[src/design/mpfr_pkg.sv]
// shared constants and types of the multi-protocol frame receiver
// no dependencies; used by the top, framer and store through mpfr_pkg:: names
`timescale 1ns / 1ps
`default_nettype none

package mpfr_pkg;

  // default depth of the frame store
  localparam int BUFFER_SIZE_DEF = 64;

  // marker bytes
  localparam logic [7:0] CH_COLON = 8'h3A;
  localparam logic [7:0] CH_CR    = 8'h0D;
  localparam logic [7:0] CH_LF    = 8'h0A;
  localparam logic [7:0] CH_HASH  = 8'h23;
  localparam logic [7:0] CH_GT    = 8'h3E;
  localparam logic [7:0] CH_TILDE = 8'h7E;

  // bytes looked at by the modbus end check, and length of a tilde frame
  localparam int MODBUS_TAIL_LEN = 2;
  localparam int TILDE_FRAME_LEN = 4;

  typedef enum logic [2:0] {
    P_MODBUS = 3'd0,
    P_HASH   = 3'd1,
    P_CR     = 3'd2,
    P_TILDE  = 3'd3,
    P_ECHO   = 3'd4
  } proto_t;

  // framer to store: what happens with the accepted item
  typedef struct packed {
    logic wr_en;
    logic emit;
    logic echo;
  } ctl_t;

  // store to top: readout status
  typedef struct packed {
    logic busy;
    logic idle;
  } sts_t;

endpackage

`default_nettype wire

[src/design/multi_protocol_frame_receiver_top.sv]
// channel   | handshake          | payload
// ----------+--------------------+-----------------------------------
// input     | in_valid/in_stall  | in_rx_byte[7:0]
// result    | out_valid/out_stall| out_byte[7:0], out_kind, out_last
// config    | cfg_valid/cfg_ready| cfg_protocol[2:0]
//
// a byte that completes no frame, or an echoed byte, starts no readout from the store
// a completed frame of n bytes is read from the store at one byte a cycle
// while the output queue has room, through a read register; in_stall stays
// high until the last byte read has reached the output queue and the queue
// has room
// rst_n clears protocol, fill position and queue; the store is not cleared,
// readout only covers positions written since the frame began
// cfg_ready is high only when nothing is pending on the result side
// depends on mpfr_pkg, mpfr_frame, mpfr_store
`timescale 1ns / 1ps
`default_nettype none

module multi_protocol_frame_receiver_top #(
  parameter int BUFFER_SIZE = mpfr_pkg::BUFFER_SIZE_DEF
) (
  input  wire        clk,
  input  wire        rst_n,
  input  wire        in_valid,
  output logic       in_stall,
  input  wire  [7:0] in_rx_byte,
  output logic       out_valid,
  input  wire        out_stall,
  output logic [7:0] out_byte,
  output logic       out_kind,
  output logic       out_last,
  input  wire        cfg_valid,
  output logic       cfg_ready,
  input  wire  [2:0] cfg_protocol
);

  localparam int AW = $clog2(BUFFER_SIZE);
  localparam int CW = $clog2(BUFFER_SIZE + 1);

  mpfr_pkg::ctl_t ctl;
  mpfr_pkg::sts_t sts;
  logic [AW-1:0]  wr_addr;
  logic [7:0]     wr_data;
  logic [CW-1:0]  emit_len;
  logic           in_fire;
  logic           cfg_fire;

  assign in_stall  = sts.busy;
  assign cfg_ready = sts.idle;
  assign in_fire   = in_valid && !in_stall;
  assign cfg_fire  = cfg_valid && cfg_ready;

  mpfr_frame #(
    .BUFFER_SIZE (BUFFER_SIZE)
  ) u_frame (
    .clk      (clk),
    .rst_n    (rst_n),
    .in_fire  (in_fire),
    .rx_byte  (in_rx_byte),
    .cfg_fire (cfg_fire),
    .cfg_data (cfg_protocol),
    .ctl      (ctl),
    .wr_addr  (wr_addr),
    .wr_data  (wr_data),
    .emit_len (emit_len)
  );

  mpfr_store #(
    .BUFFER_SIZE (BUFFER_SIZE)
  ) u_store (
    .clk       (clk),
    .rst_n     (rst_n),
    .ctl       (ctl),
    .wr_addr   (wr_addr),
    .wr_data   (wr_data),
    .emit_len  (emit_len),
    .out_stall (out_stall),
    .out_valid (out_valid),
    .out_byte  (out_byte),
    .out_kind  (out_kind),
    .out_last  (out_last),
    .sts       (sts)
  );

endmodule

`default_nettype wire

[src/design/mpfr_frame.sv]
// framing decisions: protocol register, fill position, shadow copies of the
// bytes the end checks look at; drives the store's write and readout start
// depends on mpfr_pkg
`timescale 1ns / 1ps
`default_nettype none

module mpfr_frame #(
  parameter int BUFFER_SIZE = mpfr_pkg::BUFFER_SIZE_DEF
) (
  input  wire                                 clk,
  input  wire                                 rst_n,
  input  wire                                 in_fire,
  input  wire  [7:0]                          rx_byte,
  input  wire                                 cfg_fire,
  input  wire  [2:0]                          cfg_data,
  output mpfr_pkg::ctl_t                      ctl,
  output logic [$clog2(BUFFER_SIZE)-1:0]      wr_addr,
  output logic [7:0]                          wr_data,
  output logic [$clog2(BUFFER_SIZE+1)-1:0]    emit_len
);

  localparam int AW = $clog2(BUFFER_SIZE);
  localparam int CW = $clog2(BUFFER_SIZE + 1);

  mpfr_pkg::proto_t protocol_r;
  logic [CW-1:0]    fp_r, fp_nxt;
  // first byte, last byte and the one before it, mirrors of the store
  logic [7:0]       first_r, first_nxt;
  logic [7:0]       last_r, last_nxt;
  logic [7:0]       prev_r, prev_nxt;

  logic             put;
  logic             framed;
  logic             done;
  logic [CW-1:0]    base;
  logic [CW-1:0]    fp_new;

  always_comb begin
    put    = 1'b0;
    framed = 1'b1;
    base   = fp_r;
    case (protocol_r)
      mpfr_pkg::P_MODBUS: begin
        if (rx_byte == mpfr_pkg::CH_COLON) begin
          put  = 1'b1;
          base = '0;
        end else begin
          put = (fp_r != '0);
        end
      end
      mpfr_pkg::P_HASH: begin
        if (rx_byte == mpfr_pkg::CH_HASH) begin
          put  = 1'b1;
          base = '0;
        end else begin
          put = (fp_r != '0);
        end
      end
      mpfr_pkg::P_CR: begin
        put = (rx_byte != mpfr_pkg::CH_GT) && (rx_byte != mpfr_pkg::CH_LF);
      end
      mpfr_pkg::P_TILDE: begin
        put = ((rx_byte == mpfr_pkg::CH_TILDE) && (fp_r == '0)) ||
              ((fp_r != '0) && (fp_r < CW'(mpfr_pkg::TILDE_FRAME_LEN)));
      end
      default: begin
        framed = 1'b0;
      end
    endcase
  end

  always_comb begin
    fp_new    = put ? (base + CW'(1)) : fp_r;
    last_nxt  = put ? rx_byte : last_r;
    prev_nxt  = put ? last_r : prev_r;
    first_nxt = (put && (base == '0)) ? rx_byte : first_r;
  end

  always_comb begin
    case (protocol_r)
      mpfr_pkg::P_MODBUS: begin
        done = (fp_new >= CW'(mpfr_pkg::MODBUS_TAIL_LEN)) &&
               (first_nxt == mpfr_pkg::CH_COLON) &&
               (prev_nxt == mpfr_pkg::CH_CR) && (last_nxt == mpfr_pkg::CH_LF);
      end
      mpfr_pkg::P_HASH: begin
        done = (fp_new != '0) && (first_nxt == mpfr_pkg::CH_HASH) &&
               (last_nxt == mpfr_pkg::CH_CR);
      end
      mpfr_pkg::P_CR: begin
        done = (fp_new != '0) && (last_nxt == mpfr_pkg::CH_CR);
      end
      mpfr_pkg::P_TILDE: begin
        done = (first_nxt == mpfr_pkg::CH_TILDE) &&
               (fp_new == CW'(mpfr_pkg::TILDE_FRAME_LEN));
      end
      default: begin
        done = 1'b0;
      end
    endcase
  end

  always_comb begin
    fp_nxt = fp_r;
    if (in_fire && framed) begin
      // a full store with no frame end drops the frame
      if (done || (fp_new >= CW'(BUFFER_SIZE))) begin
        fp_nxt = '0;
      end else begin
        fp_nxt = fp_new;
      end
    end
  end

  assign ctl.wr_en = in_fire && put;
  assign ctl.emit  = in_fire && framed && done;
  assign ctl.echo  = in_fire && (protocol_r == mpfr_pkg::P_ECHO);
  assign wr_addr   = base[AW-1:0];
  assign wr_data   = rx_byte;
  assign emit_len  = fp_new;

  always_ff @(posedge clk) begin
    if (!rst_n) begin
      protocol_r <= mpfr_pkg::P_MODBUS;
      fp_r       <= '0;
      first_r    <= '0;
      last_r     <= '0;
      prev_r     <= '0;
    end else begin
      if (cfg_fire) begin
        protocol_r <= mpfr_pkg::proto_t'(cfg_data);
      end
      fp_r <= fp_nxt;
      if (in_fire) begin
        first_r <= first_nxt;
        last_r  <= last_nxt;
        prev_r  <= prev_nxt;
      end
    end
  end

endmodule

`default_nettype wire

[src/design/mpfr_store.sv]
// frame store memory with its readout sequencer and a two-entry output queue
// depends on mpfr_pkg
`timescale 1ns / 1ps
`default_nettype none

module mpfr_store #(
  parameter int BUFFER_SIZE = mpfr_pkg::BUFFER_SIZE_DEF
) (
  input  wire                                 clk,
  input  wire                                 rst_n,
  input  wire  mpfr_pkg::ctl_t                ctl,
  input  wire  [$clog2(BUFFER_SIZE)-1:0]      wr_addr,
  input  wire  [7:0]                          wr_data,
  input  wire  [$clog2(BUFFER_SIZE+1)-1:0]    emit_len,
  input  wire                                 out_stall,
  output logic                                out_valid,
  output logic [7:0]                          out_byte,
  output logic                                out_kind,
  output logic                                out_last,
  output mpfr_pkg::sts_t                      sts
);

  localparam int AW = $clog2(BUFFER_SIZE);
  localparam int CW = $clog2(BUFFER_SIZE + 1);

  logic [7:0]    mem [BUFFER_SIZE];
  logic [7:0]    rd_data_r;

  logic [CW-1:0] rem_r, rem_nxt;
  logic [AW-1:0] rd_addr_r, rd_addr_nxt;
  logic          inflight_r;
  logic          inflight_last_r;

  logic [7:0]    q_byte_r [2];
  logic          q_kind_r [2];
  logic          q_last_r [2];
  logic          wptr_r, rptr_r;
  logic [1:0]    cnt_r, cnt_nxt;

  logic          pop, push, issue;
  logic [1:0]    occ;
  logic [7:0]    push_byte;
  logic          push_kind, push_last;

  assign pop = (cnt_r != 2'd0) && !out_stall;
  // queue entries plus the read in flight
  assign occ   = cnt_r + {1'b0, inflight_r};
  assign issue = (rem_r != '0) && ((occ < 2'd2) || pop);

  assign push      = inflight_r || ctl.echo;
  assign push_byte = inflight_r ? rd_data_r : wr_data;
  assign push_kind = !inflight_r;
  assign push_last = inflight_r ? inflight_last_r : 1'b1;

  always_comb begin
    rem_nxt     = rem_r;
    rd_addr_nxt = rd_addr_r;
    if (ctl.emit) begin
      rem_nxt     = emit_len;
      rd_addr_nxt = '0;
    end else if (issue) begin
      rem_nxt     = rem_r - CW'(1);
      rd_addr_nxt = rd_addr_r + AW'(1);
    end
    cnt_nxt = cnt_r + {1'b0, push} - {1'b0, pop};
  end

  always_ff @(posedge clk) begin
    if (ctl.wr_en) begin
      mem[wr_addr] <= wr_data;
    end
    if (issue) begin
      rd_data_r <= mem[rd_addr_r];
    end
  end

  always_ff @(posedge clk) begin
    if (push) begin
      q_byte_r[wptr_r] <= push_byte;
      q_kind_r[wptr_r] <= push_kind;
      q_last_r[wptr_r] <= push_last;
    end
    if (issue) begin
      inflight_last_r <= (rem_r == CW'(1));
    end
  end

  always_ff @(posedge clk) begin
    if (!rst_n) begin
      rem_r      <= '0;
      rd_addr_r  <= '0;
      inflight_r <= 1'b0;
      wptr_r     <= 1'b0;
      rptr_r     <= 1'b0;
      cnt_r      <= 2'd0;
    end else begin
      rem_r      <= rem_nxt;
      rd_addr_r  <= rd_addr_nxt;
      inflight_r <= issue;
      cnt_r      <= cnt_nxt;
      if (push) begin
        wptr_r <= !wptr_r;
      end
      if (pop) begin
        rptr_r <= !rptr_r;
      end
    end
  end

  assign out_valid = (cnt_r != 2'd0);
  assign out_byte  = q_byte_r[rptr_r];
  assign out_kind  = q_kind_r[rptr_r];
  assign out_last  = q_last_r[rptr_r];

  assign sts.busy = (rem_r != '0) || inflight_r || (cnt_r == 2'd2);
  assign sts.idle = (rem_r == '0) && !inflight_r && (cnt_r == 2'd0);

endmodule

`default_nettype wire

[config.mk]
export PLATFORM = sky130hd
export DESIGN_NAME = multi_protocol_frame_receiver_top
export DESIGN_NICKNAME = d
export VERILOG_FILES = /design/src/design/mpfr_pkg.sv /design/src/design/multi_protocol_frame_receiver_top.sv /design/src/design/mpfr_frame.sv /design/src/design/mpfr_store.sv
export SDC_FILE = /design/constraint.sdc
export NUM_CORES = 1
export LEC_CHECK = 0
export BUFFER_PORTS_ARGS = -buffer_cell sky130_fd_sc_hd__buf_2
export CAP_MARGIN = 20
export CORE_AREA = 2 2 195 197
export DETAILED_ROUTE_END_ITERATION = 7
export DIE_AREA = 0 0 197 199
export PLACE_DENSITY = 0.85
export SLEW_MARGIN = 20
export SYNTH_ARGS = -nofsm -noshare
export SYNTH_HDL_FRONTEND = slang
export SYNTH_SLANG_ARGS = --single-unit
export TNS_END_PERCENT = 5
[constraint.sdc]
create_clock -name clk -period 5.65 [get_ports clk]
set_input_delay 0.2825 -clock clk [delete_from_list [all_inputs] [get_ports clk]]
set_output_delay 0.2825 -clock clk [all_outputs]
set_load 0.02 [all_outputs]
# == Word level (Yosys, flattened, before mapping) ==
# Memories as Yosys holds them, arrays and structs flattened. A register that Yosys moved wholly into a read port is not among the register bits.
# Cells that the tools add are included.
# classes
addsub,6
n_mul,0
div_mod_pow,0
magnitude_cmp,4
eq_ne,18
shifts,0
n_mux,27
bitwise,1
reduce_logical,44
# op_table
operator,count
7-bit 2-to-1 mux,6
"8-bit by 6-bit == test with 1-bit output, second input constant",4
8-bit 2-to-1 mux,4
"8-bit by 4-bit == test with 1-bit output, second input constant",3
1-bit logical AND,21
7-bit zero test,3
7-bit nonzero test,3
"8-bit by 7-bit == test with 1-bit output, second input constant",2
1-bit 2-to-1 mux,14
7-bit case mux with 2 select lines,1
"8-bit by 4-bit inequality test with 1-bit output, second input constant",1
"8-bit by 6-bit inequality test with 1-bit output, second input constant",1
1-bit case mux with 4 select lines,2
"7-bit by 1-bit adder with 7-bit output, second input constant",1
"7-bit by 1-bit == test with 1-bit output, second input constant",1
"7-bit by 3-bit == test with 1-bit output, second input constant",1
"7-bit by 2-bit >= comparator with 1-bit output, second input constant",1
"7-bit >= comparator, second input constant",1
"7-bit by 3-bit less-than comparator with 1-bit output, second input constant",1
"7-bit by 1-bit subtractor with 7-bit output, second input constant",1
"6-bit by 1-bit adder with 6-bit output, second input constant",1
"3-bit by 2-bit == test with 1-bit output, second input constant",2
1-bit logical OR,6
1-bit zero test,5
other kinds (12),14
# word_totals
ff_bits,53
latchBits,0
ramBits,532
romBits,0
in_bits,16
out_inout_bits,13
word_cells,116
mem_count,4
# memory_table
name,words,word_bits,rd,rd_ports_with_merged_regs,wr,line_no,rtl
u_store.mem,64,8,1,1,1,mpfr_store.sv:26,logic [7:0] mem [BUFFER_SIZE];
u_store.q_byte_r,2,8,1,1,1,mpfr_store.sv:34,logic [7:0] q_byte_r [2];
u_store.q_kind_r,2,1,1,1,1,mpfr_store.sv:35,logic q_kind_r [2];
u_store.q_last_r,2,1,1,1,1,mpfr_store.sv:36,logic q_last_r [2];

# == Logic depth before layout (Yosys ltp) ==
# depth
word_depth,13
depth_mapped,17
ltp_nobuf,15

# == Cells and area by module ==
# From an unflattened synthesis, not the netlist that was laid out.
# unflattened
hier_cells,1381
hier_area_um2,24138.2
# modules_own_cells
mod,n_inst,cells_each,area_each_um2,seq_area_each_um2
mpfr_store,1,1122,22056.2,16625.9
mpfr_frame,1,257,2062.0,680.7
multi_protocol_frame_receiver_top,1,2,20.0,0.0

# == Worst setup path before layout ==
# Ideal clock, no wire load.
# synth_timing
path_type,register -> register
start,reg u_frame.protocol_r[0]
end,reg u_store.rem_r[1]
setup_time_ns,0.070
arrival_time_ns,3.184
required_ns,5.580
setup_slack_ns,2.395
path_stages_with_launch,17
path_buffers,2
period_less_slack_ns,3.255
path_cell_list,dfxtp_1 -> buf_2 -> nor4bb_1 -> o2111ai_1 -> clkbuf_1 -> nand2_1 -> inv_1 -> ha_1 -> nand3_1 -> o31ai_1 -> nor2_1 -> o32ai_1 -> nor4_1 -> nor3_1 -> nor3b_4 -> a211o_1 -> a21oi_1
# synth_between
elab_chain_cells,12
elab_cells_between_ends,36
classes_between,1 x add/sub; 1 x order compare; 10 x eq/ne; 9 x mux; 15 x reduce/logical
# synth_rtl
item,line_no,rtl
from (decl),mpfr_frame.sv:25,mpfr_pkg::proto_t protocol_r;
from (signal assigned),mpfr_frame.sv:124,protocol_r <= mpfr_pkg::P_MODBUS;
from (signal assigned),mpfr_frame.sv:131,protocol_r <= mpfr_pkg::proto_t'(cfg_data);
branches (longest 12 deep; another with 7-bit by 1-bit adder with 7-bit output),--,
to (signal assigned),mpfr_store.sv:97,rem_r <= rem_nxt;
to (decl),mpfr_store.sv:29,"logic [CW-1:0] rem_r, rem_nxt;"
# Parallel ways; which one is timed is not known.
# A chain may end at the register's enable or synchronous reset.

# == Worst setup path in the final report ==
# layout_timing
start,in in_rx_byte[2]
end,"mem u_store.mem[43][0], enable pin"
# layout_between
elab_chain_cells,7
elab_cells_between_ends,17
classes_between,5 x eq/ne; 8 x mux; 4 x reduce/logical
# layout_rtl
item,line_no,rtl
from (decl),multi_protocol_frame_receiver_top.sv:26,"input wire [7:0] in_rx_byte,"
8-bit by 7-bit == test with 1-bit output,mpfr_frame.sv:63,put = ((rx_byte == mpfr_pkg::CH_TILDE) && (fp_r == '0)) ||
1-bit logical AND,mpfr_frame.sv:63,
1-bit logical OR,mpfr_frame.sv:63,
1-bit case mux with 4 select lines,mpfr_frame.sv:42,case (protocol_r)
1-bit logical AND,mpfr_frame.sv:115,assign ctl.wr_en = in_fire && put;
1-bit 2-to-1 mux,mpfr_store.sv:69,if (ctl.wr_en) begin
1-bit 2-to-1 mux (not written as such),mpfr_store.sv:70,mem[wr_addr] <= wr_data;
to (decl),mpfr_store.sv:26,
# Several ways; a longest one is shown, not always the timed one.

==> run_results.csv <==
group,metric,value,unit
sta,fin_crit,4.49,ns
yosys,async_flop_share,0,
critical_path,slowest_delay,0.80,ns
sta,clock.fmax,0.223,GHz
layout,nNetsFinal,1330,
route,viasPerCell,6.92,
layout,fin_area,26400,um^2
yosys,yosysSeqAreaShare,0.728,
yosys,netlist_instances,1250,
global_routing,grt_pass1_vias,12700,
clock_tree,cts_resized,0,
worst_hold_path,hold_path_end,"u_frame.last_r[3]$_SDFFE_PN0P_",
layout,multi_input_area,6180,um^2
worst_hold_path,hold_class,"in2reg",
place,dp_hpwl,33.0,mm
sta,tightestPinTransition,1.04,ns
power,cellLeakagePower,8.14,nW
global_routing,grt.total_usage,0.308,
yosys,netlist.area_leader.share,0.683,
clock_tree,cts_buffers,56,
floorplan,die_area,39200,um^2
yosys,synthTopCellsByArea,"edfxtp_1 68%, mux4_2 16%, dfxtp_1 4.5%",
critical_path,arrival,4.73,ns
run_status,outcome,"complete, no violations",
clock_tree,post_cts_buffers,0,
floorplan,dieHeight,199,um
global_routing,antenna_found_initial,7,
place,io_buffer_count,28,
yosys,synth.distinct_cells,60,
yosys,syn_area_per_cell,19.0,um^2
global_routing,grt_first_pass_wirelength,85.6,mm
yosys,synth_top_area_cell,"edfxtp_1",
yosys,ys_ff_latch,594,
clock_tree,tritoncts,"built",
clock_tree,path_clk_slew,0.06,ns
sta,setup_tns,0,ns
layout,drive_gt1_frac,0.246,
power,pwr_density_cell,425,nW/um^2
place,dpl.cell_count,1713,
clock_tree,hold_buffers,9,
yosys,synth_nets,1273,
power,peakVddDrop,0.311,mV
route,finalWirelength,57.4,mm
critical_path,setup.worst_path.start_class,"primary input",
sta,slew_viol_final,0,
route,vias,12600,
critical_path,r2r-start,"u_frame.fp_r[3]$_SDFFE_PN0P_",
critical_path,path_cells,"dlygate4sd3_1 -> buf_2 -> buf_4 -> nand3b_1 -> or4_4 -> a41o_1 -> nand2_1 -> nand2_1 -> nor2_1 -> nand3_1 -> nor2_1",
sta,relSlewSlack,0.304,
clock_tree,cts.path.max_buffers,3,
sta,fin_crit_sh,0.795,
route,drt_first_iter_violations,1986,
critical_path,worstSetupEndpointType,"flop",
critical_path,crit_start,"in_rx_byte[2]",
layout,layout.area.seq,17300,um^2
layout,fin_cells,1825,
clock_tree,clockRootBuffer,"clkbuf_16",
global_routing,gr-total-overflow,0,
floorplan,start_util,0.641,
place,placed_cell_area,24500,um^2
clock_tree,clk-insertion-delay-late,0.62,ns
global_routing,grt_max_degree,70,
route,firstDrtPassIters,6,
critical_path,timing.critical_path.buf_inv,3,
sta,rsz0062_at_grt,"no",
clock_tree,clkSinkCount,594,
sta,finClkSkew,0.0248,ns
yosys,ys_warn_count,0,
sta,hold_viol,0,
clock_tree,htreeDepth,2,
critical_path,reg2reg_slack,1.35,ns
critical_path,critPathTopFamily,"simple AND/OR/NAND/NOR gates",
floorplan,row_count,71,
layout,fillers,2160,
route,ant_nets,0,
floorplan,fp.coreArea,37100,um^2
worst_hold_path,min_path_cells,3,
yosys,syn-cell-area,23800,um^2
route,route.detailed.wl_per_inst,31.4,um
critical_path,slowest_stage,"nor2_1",
layout,final_util,0.710,
floorplan,die_w,197,um
critical_path,reg2regPathDepth,8,
job,maxCapViolCount,0,
layout,final_common_cell,"edfxtp_1",
place,gp_congestion,0.882,
critical_path,cp.required,5.89,ns
layout,area_growth,10.9,%
critical_path,crit_type,"in2reg",
critical_path,path_max_fanout,69,
yosys,synth_ff_type,"edfxtp_1",
worst_hold_path,min_from,"in_rx_byte[3]",
layout,final_cell_mix,"541 x edfxtp_1, 168 x mux4_2, 122 x nor2_1, 77 x nand2_1, 57 x clkbuf_16",
yosys,synth-edff-count,541,
sta,setup_viol,0,
floorplan,io_pins,29,
critical_path,r2r-end,"u_store.mem[43][0]$_DFFE_PP_",
route,drcViolationCount,0,
==> where the power goes <==
part / switching (mW) / internal [mW] / leakage, nW
sequential: 0.256 / 4.97 / 5.31
clock: 1.60 / 2.10 / 0.879
combinational: 1.13 / 1.15 / 1.96
==> metrics by stage <==
stage          hold slack, ns  setup slack, ns  power, mW
2_1_floorplan           0.381             2.40       6.82
3_3_place_gp            0.441             1.30       7.48
3_5_place_dp            0.449             1.17       7.54
4_1_cts               0.00359             1.24       11.2
5_1_grt                0.0277            0.900       11.5
6_report               0.0290             1.16       11.2
==> tightest hold or removal path, delay by kind of cell <==
| family | cells | cell delay [ns] |
|---|---|---|
| buffers and inverters | 1 | 0.17 |
| and+or+nand+nor | 1 | 0.08 |
| AOI/OAI and AO/OA | 1 | 0.06 |
==> registers in the layout (all words and copies together), names as in the netlist, 2 cells and up, named ones only <==
register,count
u_store.q_last_r,2
u_store.mem,512
u_store.q_byte_r,16
u_frame.first_r,8
u_store.rd_data_r,8
u_store.q_kind_r,2
u_frame.prev_r,8
u_store.rd_addr_r,6
u_frame.last_r,8
u_store.rem_r,7
u_store.cnt_r,2
u_frame.fp_r,7
u_frame.protocol_r,3
==> per-layer routing <==
metal / GRT usage / up-vias / share of wire
li1: - / 5150 / -
met1: 0.419 / 6481 / 0.37
met2: 0.506 / 855 / 0.50
met3: 0.0517 / 144 / 0.090
met4: 0.128 / 2 / 0.044
met5: 0 / - / 0.00023
==> worst max-delay path by stage <==
| stage | end | slack, ns | cells after the start |
|---|---|---|---|
| floorplan | u_store.rem_r[1]$_SDFFE_PN0P_ | 2.40 | 16 |
| global placement | u_store.mem[27][6]$_DFFE_PP_ | 1.30 | 10 |
| detailed placement | u_store.mem[43][0]$_DFFE_PP_ | 1.17 | 10 |
| CTS | u_store.mem[43][0]$_DFFE_PP_ | 1.24 | 11 |
| global route | u_store.mem[27][3]$_DFFE_PP_ | 0.90 | 11 |
| finish | u_store.mem[43][0]$_DFFE_PP_ | 1.16 | 11 |
==> cells in the mapped netlist, drive strengths merged (7+ instances only) <==
library cell	number
xor2	8
nand4	8
nor2	122
buf	21
clkbuf	42
nand3	14
mux4	168
inv	13
ha	7
mux2i	11
nor3	8
nor4	7
dfxtp	53
edfxtp	541
mux2	19
a21oi	35
o21ai	11
xnor2	13
nand2	77
==> kinds of logic after synthesis <==
kind of cell,synth area share
adder cells (fa/ha/maj),0.00368
buffers and inverters,0.0125
XOR/XNOR,0.00773
AND/OR/NAND/NOR,0.0545
multiplexers,0.173
flip-flops,0.728
AO/OA/AOI/OAI,0.0211
==> layout make-up <==
class | count | share of cell area
clock inverters | 28 | 0.0108
inverters | 14 | 0.00199
flip-flops and latches | 594 | 0.656
diodes | 1 | 0.0000949
repair buffers | 62 | 0.0171
well taps | 474 | 0.0225
multi-input cells | 579 | 0.234
clock buffers | 73 | 0.0567
Note: power is estimated with default switching activity, not from simulation.
